--- src/sv/ptts_pkg.sv ---
// Package for the periodic task tick scheduler: beat structs, table entry
// layout, operation and event codes, and default sizing.
// No dependencies.
`default_nettype none

package ptts_pkg;

    // Default table depth and per-tick result cap
    localparam int MAX_TASKS_DEF = 8;
    localparam int RESULT_LIMIT  = 8;

    // Operation codes of the input beat
    localparam logic [1:0] OP_TICK       = 2'd0;
    localparam logic [1:0] OP_CREATE     = 2'd1;
    localparam logic [1:0] OP_ACTIVATE   = 2'd2;
    localparam logic [1:0] OP_DEACTIVATE = 2'd3;

    // Event codes of the result beat
    localparam logic [2:0] EV_RUN    = 3'd0;
    localparam logic [2:0] EV_FINISH = 3'd1;
    localparam logic [2:0] EV_START  = 3'd2;
    localparam logic [2:0] EV_STOP   = 3'd3;
    localparam logic [2:0] EV_CREATE = 3'd4;
    localparam logic [2:0] EV_ERROR  = 3'd5;

    typedef struct packed {
        logic [1:0]  op;
        logic [2:0]  task_index;
        logic [15:0] interval_ticks;
        logic [7:0]  run_limit;
        logic        start_active;
    } sched_in_t;

    typedef struct packed {
        logic [2:0] event_kind;
        logic [2:0] event_task;
        logic       last_event;
    } sched_out_t;

    // One table entry as stored in the entry memory
    typedef struct packed {
        logic [15:0] interval;
        logic [15:0] elapsed;
        logic        ready;
        logic        active;
        logic [7:0]  runs_left;
    } entry_t;

    // Event produced by the entry update logic
    typedef struct packed {
        logic       valid;
        logic [2:0] kind;
    } entry_res_t;

    // Result beat handed from the table sequencer to the output register
    typedef struct packed {
        logic       valid;
        sched_out_t beat;
    } push_t;

endpackage

`default_nettype wire

--- src/sv/ptts_entry_alu.sv ---
// Entry update logic: computes the modified table entry and its event for
// tick, activate and deactivate. Depends on ptts_pkg.
`default_nettype none

module ptts_entry_alu
    import ptts_pkg::*;
(
    input  wire logic [1:0]  op,
    input  wire entry_t      entry_in,
    input  wire logic [15:0] interval_ticks,
    input  wire logic [7:0]  run_limit,
    input  wire logic        can_serve,
    output entry_t           entry_out,
    output entry_res_t       res
);

    always_comb begin
        entry_out = entry_in;
        res.valid = 1'b0;
        res.kind  = EV_RUN;
        case (op)
            OP_TICK: begin
                // count one tick on a waiting active entry, saturating
                if (entry_out.active && !entry_out.ready) begin
                    if (entry_out.elapsed != 16'hFFFF) begin
                        entry_out.elapsed = entry_out.elapsed + 16'd1;
                    end
                    if (entry_out.elapsed >= entry_out.interval) begin
                        entry_out.ready = 1'b1;
                    end
                end
                // service a ready active entry while result slots remain
                if (entry_out.active && entry_out.ready && can_serve) begin
                    entry_out.ready   = 1'b0;
                    entry_out.elapsed = 16'd0;
                    res.valid         = 1'b1;
                    if (entry_out.runs_left != 8'd0) begin
                        entry_out.runs_left = entry_out.runs_left - 8'd1;
                        if (entry_out.runs_left == 8'd0) begin
                            entry_out.active = 1'b0;
                            res.kind         = EV_FINISH;
                        end
                    end
                end
            end
            OP_ACTIVATE: begin
                entry_out.active    = 1'b1;
                entry_out.ready     = 1'b1;
                entry_out.runs_left = run_limit;
                if (interval_ticks != 16'd0) begin
                    entry_out.interval = interval_ticks;
                end
                res.valid = 1'b1;
                res.kind  = EV_START;
            end
            OP_DEACTIVATE: begin
                entry_out.active = 1'b0;
                entry_out.ready  = 1'b0;
                res.valid        = 1'b1;
                res.kind         = EV_STOP;
            end
            default: begin
                // create is written whole by the sequencer
            end
        endcase
    end

endmodule

`default_nettype wire

--- src/sv/ptts_table.sv ---
// Task table: entry memory with a registered read port and the sequencer that
// reads, updates and writes back entries. Depends on ptts_pkg, ptts_entry_alu.
`default_nettype none

module ptts_table
    import ptts_pkg::*;
#(
    parameter int MAX_TASKS = MAX_TASKS_DEF
) (
    input  wire logic      aclk,
    input  wire logic      aresetn,
    input  wire logic      s_valid,
    output logic           s_ready,
    input  wire sched_in_t s_data,
    input  wire logic      out_free,
    output push_t          push
);

    localparam int AW = (MAX_TASKS > 1) ? $clog2(MAX_TASKS) : 1;
    localparam int UW = $clog2(MAX_TASKS + 1);
    localparam int TW = (UW > 3) ? UW : 3;

    localparam logic [2:0] ST_IDLE   = 3'd0;
    localparam logic [2:0] ST_START  = 3'd1;
    localparam logic [2:0] ST_READ   = 3'd2;
    localparam logic [2:0] ST_MODIFY = 3'd3;
    localparam logic [2:0] ST_FLUSH  = 3'd4;

    logic [2:0]    state_reg, state_next;
    sched_in_t     item_reg, item_next;
    logic [UW-1:0] used_reg, used_next;
    logic [AW-1:0] ptr_reg, ptr_next;
    logic [3:0]    nres_reg, nres_next;
    logic          pend_valid_reg, pend_valid_next;
    logic [2:0]    pend_kind_reg, pend_kind_next;
    logic [2:0]    pend_task_reg, pend_task_next;

    entry_t        mem [MAX_TASKS];
    entry_t        rdata_reg;
    logic          mem_re;
    logic          mem_we;
    logic [AW-1:0] mem_waddr;
    entry_t        mem_wdata;

    entry_t        alu_entry;
    entry_res_t    alu_res;
    logic          can_serve;
    logic          stall;
    logic          full;
    logic          idx_bad;
    logic          sweep_last;
    logic [TW-1:0] idx_wide;
    logic [TW-1:0] ptr_wide;
    logic [TW-1:0] used_wide;

    // Entry memory: one write port, one registered read port
    always_ff @(posedge aclk) begin
        if (mem_we) begin
            mem[mem_waddr] <= mem_wdata;
        end
        if (mem_re) begin
            rdata_reg <= mem[ptr_reg];
        end
    end

    ptts_entry_alu u_alu (
        .op             (item_reg.op),
        .entry_in       (rdata_reg),
        .interval_ticks (item_reg.interval_ticks),
        .run_limit      (item_reg.run_limit),
        .can_serve      (can_serve),
        .entry_out      (alu_entry),
        .res            (alu_res)
    );

    // Index checks and widened views of the counters
    always_comb begin
        idx_wide   = TW'(item_reg.task_index);
        ptr_wide   = TW'(ptr_reg);
        used_wide  = TW'(used_reg);
        full       = (used_reg == UW'(MAX_TASKS));
        idx_bad    = (idx_wide >= used_wide);
        sweep_last = ((UW'(ptr_reg) + UW'(1)) == used_reg);
        can_serve  = (nres_reg < 4'(RESULT_LIMIT));
        stall      = alu_res.valid && pend_valid_reg && !out_free;
    end

    // Sequencer: hold one pending event so the last one can be flagged
    always_comb begin
        state_next      = state_reg;
        item_next       = item_reg;
        used_next       = used_reg;
        ptr_next        = ptr_reg;
        nres_next       = nres_reg;
        pend_valid_next = pend_valid_reg;
        pend_kind_next  = pend_kind_reg;
        pend_task_next  = pend_task_reg;
        s_ready         = 1'b0;
        mem_re          = 1'b0;
        mem_we          = 1'b0;
        mem_waddr       = ptr_reg;
        mem_wdata       = alu_entry;
        push.valid      = 1'b0;
        push.beat.event_kind = pend_kind_reg;
        push.beat.event_task = pend_task_reg;
        push.beat.last_event = 1'b0;

        unique case (state_reg)
            ST_IDLE: begin
                s_ready = 1'b1;
                if (s_valid) begin
                    item_next  = s_data;
                    state_next = ST_START;
                end
            end
            ST_START: begin
                nres_next = 4'd0;
                case (item_reg.op)
                    OP_TICK: begin
                        ptr_next = '0;
                        if (used_reg == '0) begin
                            state_next = ST_IDLE;
                        end else begin
                            state_next = ST_READ;
                        end
                    end
                    OP_CREATE: begin
                        pend_valid_next = 1'b1;
                        state_next      = ST_FLUSH;
                        if (full) begin
                            pend_kind_next = EV_ERROR;
                            pend_task_next = 3'd0;
                        end else begin
                            mem_we              = 1'b1;
                            mem_waddr           = used_reg[AW-1:0];
                            mem_wdata.interval  = item_reg.interval_ticks;
                            mem_wdata.elapsed   = 16'd0;
                            mem_wdata.ready     = 1'b1;
                            mem_wdata.active    = item_reg.start_active;
                            mem_wdata.runs_left = item_reg.run_limit;
                            used_next           = used_reg + UW'(1);
                            pend_kind_next      = EV_CREATE;
                            pend_task_next      = used_wide[2:0];
                        end
                    end
                    default: begin
                        if (idx_bad) begin
                            pend_valid_next = 1'b1;
                            pend_kind_next  = EV_ERROR;
                            pend_task_next  = item_reg.task_index;
                            state_next      = ST_FLUSH;
                        end else begin
                            ptr_next   = idx_wide[AW-1:0];
                            state_next = ST_READ;
                        end
                    end
                endcase
            end
            ST_READ: begin
                mem_re     = 1'b1;
                state_next = ST_MODIFY;
            end
            ST_MODIFY: begin
                if (!stall) begin
                    mem_we = 1'b1;
                    if (alu_res.valid) begin
                        push.valid      = pend_valid_reg;
                        pend_valid_next = 1'b1;
                        pend_kind_next  = alu_res.kind;
                        pend_task_next  = ptr_wide[2:0];
                        nres_next       = nres_reg + 4'd1;
                    end
                    if (item_reg.op == OP_TICK && !sweep_last) begin
                        ptr_next   = ptr_reg + AW'(1);
                        state_next = ST_READ;
                    end else begin
                        state_next = ST_FLUSH;
                    end
                end
            end
            ST_FLUSH: begin
                if (!pend_valid_reg) begin
                    state_next = ST_IDLE;
                end else if (out_free) begin
                    push.valid           = 1'b1;
                    push.beat.last_event = 1'b1;
                    pend_valid_next      = 1'b0;
                    state_next           = ST_IDLE;
                end
            end
            default: begin
                state_next = ST_IDLE;
            end
        endcase
    end

    // Control state
    always_ff @(posedge aclk) begin
        if (!aresetn) begin
            state_reg      <= ST_IDLE;
            used_reg       <= '0;
            pend_valid_reg <= 1'b0;
        end else begin
            state_reg      <= state_next;
            used_reg       <= used_next;
            pend_valid_reg <= pend_valid_next;
        end
    end

    // Payload and sweep registers
    always_ff @(posedge aclk) begin
        item_reg      <= item_next;
        ptr_reg       <= ptr_next;
        nres_reg      <= nres_next;
        pend_kind_reg <= pend_kind_next;
        pend_task_reg <= pend_task_next;
    end

endmodule

`default_nettype wire

--- src/sv/periodic_task_tick_scheduler_unit.sv ---
// Top level of the periodic task tick scheduler: task table sequencer and
// result output register. Depends on ptts_pkg, ptts_table.
//
//   port group  | dir | handshake         | payload
//   s_*         | in  | s_valid / s_ready | s_data  (sched_in_t)
//   m_*         | out | m_valid / m_ready | m_data  (sched_out_t)
//
// A tick sweeps the used entries in index order: each entry is read from the
// entry memory in the read state and updated and written back in the modify
// state. A tick on an empty table returns straight to idle.
// aresetn is synchronous; it clears the entry count, the sequencer and the
// output register. Table entries are not cleared.
// A stalled m_ready holds the sweep once one event waits in the pending slot
// and another in the output register; s_ready is high only when idle.
`default_nettype none

module periodic_task_tick_scheduler_unit
    import ptts_pkg::*;
#(
    parameter int MAX_TASKS = MAX_TASKS_DEF
) (
    input  wire logic       aclk,
    input  wire logic       aresetn,
    input  wire logic       s_valid,
    output logic            s_ready,
    input  wire sched_in_t  s_data,
    output logic            m_valid,
    input  wire logic       m_ready,
    output sched_out_t      m_data
);

    logic       m_valid_reg;
    sched_out_t m_data_reg;
    logic       out_free;
    push_t      push;

    ptts_table #(
        .MAX_TASKS (MAX_TASKS)
    ) u_table (
        .aclk     (aclk),
        .aresetn  (aresetn),
        .s_valid  (s_valid),
        .s_ready  (s_ready),
        .s_data   (s_data),
        .out_free (out_free),
        .push     (push)
    );

    assign out_free = !m_valid_reg || m_ready;

    // Output register: load a pushed beat, drop it once taken
    always_ff @(posedge aclk) begin
        if (!aresetn) begin
            m_valid_reg <= 1'b0;
        end else if (push.valid) begin
            m_valid_reg <= 1'b1;
        end else if (m_ready) begin
            m_valid_reg <= 1'b0;
        end
    end

    always_ff @(posedge aclk) begin
        if (push.valid) begin
            m_data_reg <= push.beat;
        end
    end

    assign m_valid = m_valid_reg;
    assign m_data  = m_data_reg;

endmodule

`default_nettype wire

--- config.mk ---
export PLATFORM = sky130hd
export DESIGN_NAME = periodic_task_tick_scheduler_unit
export DESIGN_NICKNAME = d
export VERILOG_FILES = /design/src/sv/ptts_pkg.sv /design/src/sv/ptts_entry_alu.sv /design/src/sv/ptts_table.sv /design/src/sv/periodic_task_tick_scheduler_unit.sv
export SDC_FILE = /design/constraint.sdc
export NUM_CORES = 1
export LEC_CHECK = 0
export BUFFER_PORTS_ARGS = -buffer_cell sky130_fd_sc_hd__buf_2
export CAP_MARGIN = 40
export CORE_MARGIN = 3
export CORE_UTILIZATION = 30
export DETAILED_ROUTE_END_ITERATION = 12
export GPL_ROUTABILITY_DRIVEN = 1
export GPL_TIMING_DRIVEN = 1
export REMOVE_ABC_BUFFERS = 1
export SLEW_MARGIN = 20
export SYNTH_ARGS = -nofsm -noshare
export SYNTH_HDL_FRONTEND = slang
export SYNTH_HIERARCHICAL = 1
export SYNTH_SLANG_ARGS = --single-unit
--- constraint.sdc ---
create_clock -name aclk -period 10.5 [get_ports aclk]
set_clock_uncertainty 0.15 [all_clocks]
set_input_delay 0.525 -clock aclk [delete_from_list [all_inputs] [get_ports aclk]]
set_output_delay 0.525 -clock aclk [all_outputs]
set_load 0.02 [all_outputs]
==> results.py, run 1 <==
metrics = {
    "status": {
        "status": "finished clean",
    },
    "timing": {
        "hold_viol_final": 0,
        "rsz0062_at_grt": "false",
        "max-slew-margin-rel": 0.422,
        "fin_ws_ps": 4310,
        "holdWs_ps": 23.3,
        "period_share": 0.590,
        "worst_pin_slew_ps": 866,
        "fmax_ghz": 0.161,
        "min_period_ps": 6190,
        "timing.final.setup_violations": 0,
        "fin_setup_tns_ps": 0,
        "slew_viol_final": 0,
    },
    "critical_path": {
        "crit_path_end_kind": "flip-flop",
        "r2r_slack_ps": 4310,
        "cp-startpoint": "u_table/rdata_reg[13]",
        "crit_end": "u_table/mem[3][27]",
        "slowest_stage": "buf_4",
        "path_depth": 18,
        "required_ps": 10520,
        "crit_family": "simple AND/OR/NAND/NOR gates",
        "setup.worst_path.start_class": "flip-flop",
        "cp_cell_sequence": "and3_1 > nand4_1 > nor4_1 > nor2_1 > nand2_1 > xnor2_1 > ha_1 > a21oi_1 > o211ai_1 > a211oi_1 > a31o_1 > nor2_1 > or2_2 > nand2_1 > a32o_1 > inv_1 > nor3_2 > buf_4",
        "cpPeakStageDelay_ps": 680,
        "crit_arrival_ps": 6210,
        "crit_fanout": 42,
        "r2r-end": "u_table/mem[3][27]",
        "timing.rr.start": "u_table/rdata_reg[13]",
        "reg2reg_depth": 18,
        "crit_buf_inv": 2,
        "crit_type": "reg -> reg",
    },
    "clock_network": {
        "cts_resized": 0,
        "cts_num_sinks": 437,
        "cts_htree_levels": 2,
        "cts_root_buf": "clkbuf_16",
        "clockBufferDepth": 3,
        "post_cts_buffers": 0,
        "cts_tree": "built",
        "numCtsBuffers": 43,
        "clock_latency_ps": 550,
        "path_clk_slew_ps": 60,
    },
    "placement": {
        "placed_area_sq_mm": 0.0199,
        "numPortBuffers": 42,
        "post-place-ws_ps": 4510,
        "place_congestion": 0.840,
        "place_hpwl_um": 23100,
    },
    "cells_and_area": {
        "drive_gt1_frac": 0.232,
        "stdcell_area_sq_mm": 0.0215,
        "largest_reg_flops": 336,
        "nets": 1264,
        "syn_to_final_growth_pct": 15.2,
        "diodes": 0,
    },
    "pwr": {
        "pwr-share-comb": 0.052,
        "power-per-cell-area_mw_per_mm2": 168,
        "p_int_uw": 2870,
        "finalPower_uw": 3620,
        "p_seq_frac": 0.540,
        "peakVddDrop_v": 0.000100,
        "swShare": 0.210,
        "p_leak_uw": 0.00703,
        "p_clk_frac": 0.408,
        "p_sw_uw": 759,
    },
    "yosys": {
        "yosysUniqueCellTypes": 69,
        "syn_area_sq_mm": 0.0187,
        "avgSynthCellArea_sq_um": 16.6,
        "syn_inst": 1122,
        "synth_seq_cells": 437,
        "synth-async-reset-ratio": 0,
        "synth_top_area_cell": "edfxtp_1",
        "yosysSeqAreaShare": 0.698,
        "synth-edff-count": 428,
        "yosysWarnings": 6,
        "ys.flop_type": "edfxtp_1",
        "yosys.area.top_type_share": 0.688,
        "synth.area.top_cells": "edfxtp_1 (69%), mux4_2 (10%), mux2_2 (2.8%)",
    },
    "drt": {
        "num_vias": 10200,
        "dr.pass1.iters": 5,
        "drtIter0Drc": 765,
        "wl_per_cell_um": 19.3,
        "ant_nets": 0,
        "routed_via_density": 4.95,
        "drcViolationCount": 0,
        "routed_wl_um": 39800,
    },
    "die": {
        "start_util": 0.307,
        "dieArea_sq_mm": 0.0653,
        "die_w_um": 255,
        "rows": 90,
        "core_region_area_sq_mm": 0.0609,
        "die-height_um": 255,
        "io_pins": 43,
    },
    "global_route": {
        "grt.overflow.total": 0,
        "grt_pass1_vias": 10300,
        "grt_pass1_wl_um": 61700,
        "grt_max_degree": 91,
        "track_usage": 0.120,
        "antenna_found_initial": 0,
    },
    "flow_run": {
        "drv_cap": 0,
    },
    "min_path": {
        "hold_path.class": "in -> reg",
    },
}
## worst reg2reg max path: cells and delay by family (launching register included)
family,cells,cell delay [ps]
xor+xnor,1,140
fa+ha+maj,1,270
simple gates,9,2520
buf+inv,2,780
compound gates,5,1390
flops,1,530
## cell type report
cell class                 count  area (sq um)
clock inverter                27           223
multi-input combinational    602          5310
timing repair buffer          90           681
tap                          828          1040
sequential                   437         13000
clock buffer                  49          1120
fill                        5733         39400
inverter                      29           109
## through the flow
stage | instances | util
2_1_floorplan | 1068 | -
3_3_place_gp | 1957 | 0.326
3_5_place_dp | 1960 | 0.327
4_1_cts | 2062 | 0.353
5_1_grt | 2062 | 0.353
6_report | 2062 | 0.353
## cell usage in the layout, fill, tap and decap left out, types with 26 or more instances in the layout
| cell type | netlist | routed |
|---|---|---|
| buf_2 | 21 | 42 |
| edfxtp_1 | 428 | 428 |
| dlygate4sd3_1 | 0 | 26 |
| ha_1 | 27 | 27 |
| nor2_1 | 40 | 39 |
| mux2_2 | 46 | 46 |
| inv_1 | 29 | 29 |
| o21ai_0 | 26 | 26 |
| mux4_2 | 84 | 84 |
| clkbuf_16 | 0 | 44 |
| nand2_1 | 135 | 135 |
## what timing repair did
item | 4_1_cts | 5_1_grt
endpoints found under the setup margin | 0 | 0
hold buffers | 26 | 0
endpoints found under the hold margin | 26 | 0
## synth_stat cells (4+ instances only)
cell	instances
nand2b_1	14
a22o_1	5
nand3_1	15
a21o_1	5
o21a_1	5
nor3_1	19
a211oi_1	4
a31oi_1	5
clkbuf_1	23
o21ai_0	26
xor2_1	5
inv_1	29
dfxtp_1	9
and3_1	9
buf_4	4
o31ai_1	7
edfxtp_1	428
buf_2	21
nor2_1	40
xnor2_1	16
nor2b_1	23
or4_1	4
o311ai_0	10
or2_2	8
nand4_1	6
nand2_1	135
a22oi_1	4
mux4_2	84
nor4_1	5
ha_1	27
mux2_2	46
and2_1	7
a21oi_1	17
## how the worst min path moves through the flow
stage / startpoint / endpoint / slack, ps / cells past startpoint
floorplan: u_table/pend_task_reg[0] / m_data[1] / 250 / 0
global placement: u_table/pend_task_reg[1] / m_data[2] / 260 / 0
detailed placement: u_table/pend_kind_reg[0] / m_data[4] / 260 / 0
CTS: s_data[8] / u_table/item_reg[8] / 0.7 / 1
global route: s_data[6] / u_table/item_reg[6] / 4 / 1
finish: s_data[8] / u_table/item_reg[8] / 20 / 1
## power by group through the flow
stage,Clock (uW),Combinational (uW),Sequential [uW]
after floorplan,0,113,2000
after global placement,0,175,2000
after detailed placement,0,182,1990
after CTS,1520,191,1960
after global routing,1590,207,1960
final,1480,187,1960
## cell families after synthesis
kind of cell	after synthesis	synth area share
DFF	437	0.698
and+or+nand+nor	300	0.0771
muxes	133	0.131
AOI/OAI and AO/OA	120	0.0454
buffers and inverters	83	0.0208
adders and majority gates	27	0.0181
xor gates and xnor gates	21	0.00985
other	1	0.000201
## per-layer routing
layer	vias to the layer above	wire, um	share of wire	track usage
met1	5297	18100	0.45	0.167
met5	-	0	0	0
met2	297	18900	0.47	0.196
met3	61	2160	0.054	0.0218
li1	4552	-	-	-
met4	0	729	0.018	0.0268
Note: power is estimated with default switching activity, not from simulation.
==> run 2, diff against run 1 <==
clock period = 5.1 ns   (was 10.5 ns; I/O delays follow)
==> results.py, run 2 (same netlist as run 1, synthesis figures left out) <==
metrics = {
    "status": {
        "status": "finished clean",
    },
    "cells_and_area": {
        "post-route-util": 0.365,
        "layout_commonest_cell": "edfxtp_1",
        "final_cell_mix": "edfxtp_1 (428), nand2_1 (135), mux4_2 (84)",
        "diodes": 0,
        "drive_gt1_frac": 0.263,
        "nets": 1306,
        "syn_to_final_growth_pct": 18.9,
        "largest_reg_flops": 336,
    },
    "die": {
        "die_w_um": 255,
        "start_util": 0.307,
        "dieArea_sq_mm": 0.0653,
        "rows": 90,
        "die-height_um": 255,
        "core_region_area_sq_mm": 0.0609,
        "io_pins": 43,
    },
    "clock_network": {
        "path_clk_slew_ps": 60,
        "clockBufferDepth": 3,
        "cts_tree": "built",
        "clock_latency_ps": 580,
        "cts_num_sinks": 437,
        "numCtsBuffers": 46,
        "cts_root_buf": "clkbuf_16",
        "cts_htree_levels": 2,
    },
    "global_route": {
        "grt_pass1_vias": 10500,
        "antenna_found_initial": 0,
        "grt_pass1_wl_um": 63200,
        "track_usage": 0.124,
        "grt_max_degree": 91,
        "grt.overflow.total": 0,
    },
    "timing": {
        "max-slew-margin-rel": 0.349,
        "timing.final.setup_violations": 0,
        "min_period_ps": 4910,
        "slew_viol_final": 0,
        "hold_viol_final": 0,
        "fmax_ghz": 0.204,
        "fin_setup_tns_ps": 0,
        "period_share": 0.962,
        "worst_pin_slew_ps": 977,
        "rsz0062_at_grt": "true",
    },
    "drt": {
        "dr.pass1.iters": 5,
        "routed_via_density": 4.87,
        "num_vias": 10300,
        "drcViolationCount": 0,
        "drtIter0Drc": 1072,
        "ant_nets": 0,
        "wl_per_cell_um": 19.8,
        "routed_wl_um": 41800,
    },
    "pwr": {
        "p_leak_uw": 0.00735,
        "peakVddDrop_v": 0.000213,
        "power-per-cell-area_mw_per_mm2": 350,
    },
    "critical_path": {
        "crit_arrival_ps": 5060,
        "crit_family": "simple AND/OR/NAND/NOR gates",
        "slowest_stage": "or4_1",
        "crit_buf_inv": 2,
        "timing.rr.start": "u_table/rdata_reg[15]",
        "required_ps": 5250,
        "setup.worst_path.start_class": "flip-flop",
        "r2r_slack_ps": 190,
        "crit_fanout": 24,
        "r2r-end": "u_table/mem[3][28]",
        "crit_path_end_kind": "flip-flop",
        "cp_cell_sequence": "and3_1 > nand4_1 > or4_1 > mux2_2 > ha_1 > nand4_1 > or3_4 > or4_1 > a31o_1 > nor2_2 > or2_4 > nand2_1 > a32o_2 > inv_4 > nor3_2 > buf_6",
        "cpPeakStageDelay_ps": 600,
        "reg2reg_depth": 16,
        "crit_type": "reg -> reg",
    },
    "min_path": {
        "hold_path.class": "in -> reg",
        "min_path_cells": 2,
        "holdPathEnd": "u_table/item_reg[12]",
        "worstHoldStart": "s_data[12]",
    },
    "placement": {
        "place_hpwl_um": 25000,
        "place_congestion": 0.831,
        "numPortBuffers": 42,
    },
    "flow_run": {
        "drv_cap": 0,
    },
}
run 2: changes by cell type in the layout (fill, tap and decap cells not counted), sizes merged:
cell	change
clkinv	-1
buf	+29
bufinv	+3
dlygate4sd3	+8
clkbuf	+4
run 2: worst max-delay path by stage:
stage / startpoint / endpoint / slack, ps / cells past startpoint
global placement: u_table/rdata_reg[18] / u_table/mem[5][39] / 150 / 16
finish: u_table/rdata_reg[15] / u_table/mem[3][28] / 190 / 16
CTS: u_table/rdata_reg[15] / u_table/mem[2][24] / 20 / 15
floorplan: u_table/ptr_reg[0] / u_table/mem[1][0] / -2330 / 3
global route: u_table/rdata_reg[15] / u_table/mem[3][13] / -20 / 16
detailed placement: u_table/rdata_reg[18] / u_table/mem[2][36] / 30 / 15
run 2: area by class of cell:
cell class / count / area (sq um)
inverter: 29 / 111
clock buffer: 51 / 1170
tap: 828 / 1040
clock inverter: 29 / 334
multi-input combinational: 602 / 5380
fill: 5669 / 38700
timing repair buffer: 129 / 1140
sequential: 437 / 13000
run 2: power by group:
| group | leakage, uW | switching, uW | internal, uW |
|---|---|---|---|
| logic | 0.00267 | 222 | 174 |
| registers | 0.00395 | 34.3 | 4000 |
| clock network | 0.000735 | 1370 | 1970 |
run 2: repair_timing:
item,4_1_cts,5_1_grt
buffers inserted,1,6
endpoints found under the hold margin,40,0
cloned,0,4
pin swaps,0,6
resized for setup,0,37
hold buffers,34,0
endpoints found under the setup margin,43,429
run 2: stage by stage:
step | cells | area [sq um] | power [uW] | setup slack, ps | hold slack (ps)
2_1_floorplan | 1068 | 18400 | 4360 | -2330 | 204
3_3_place_gp | 1977 | 20100 | 4480 | 150 | 258
3_5_place_dp | 1980 | 20100 | 4490 | 25.8 | 259
4_1_cts | 2095 | 22000 | 7870 | 18.7 | 200
5_1_grt | 2105 | 22200 | 8050 | -15.7 | 219
6_report | 2105 | 22200 | 7770 | 193 | 235
run 2: per-layer routing:
metal | track usage | share of wire | vias to the layer above | wire length, um
li1 | - | - | 4647 | -
met1 | 0.172 | 0.45 | 5285 | 19000
met2 | 0.204 | 0.48 | 263 | 20100
met3 | 0.0202 | 0.047 | 62 | 1950
met4 | 0.0329 | 0.019 | 0 | 782
met5 | 0 | 0 | - | 0
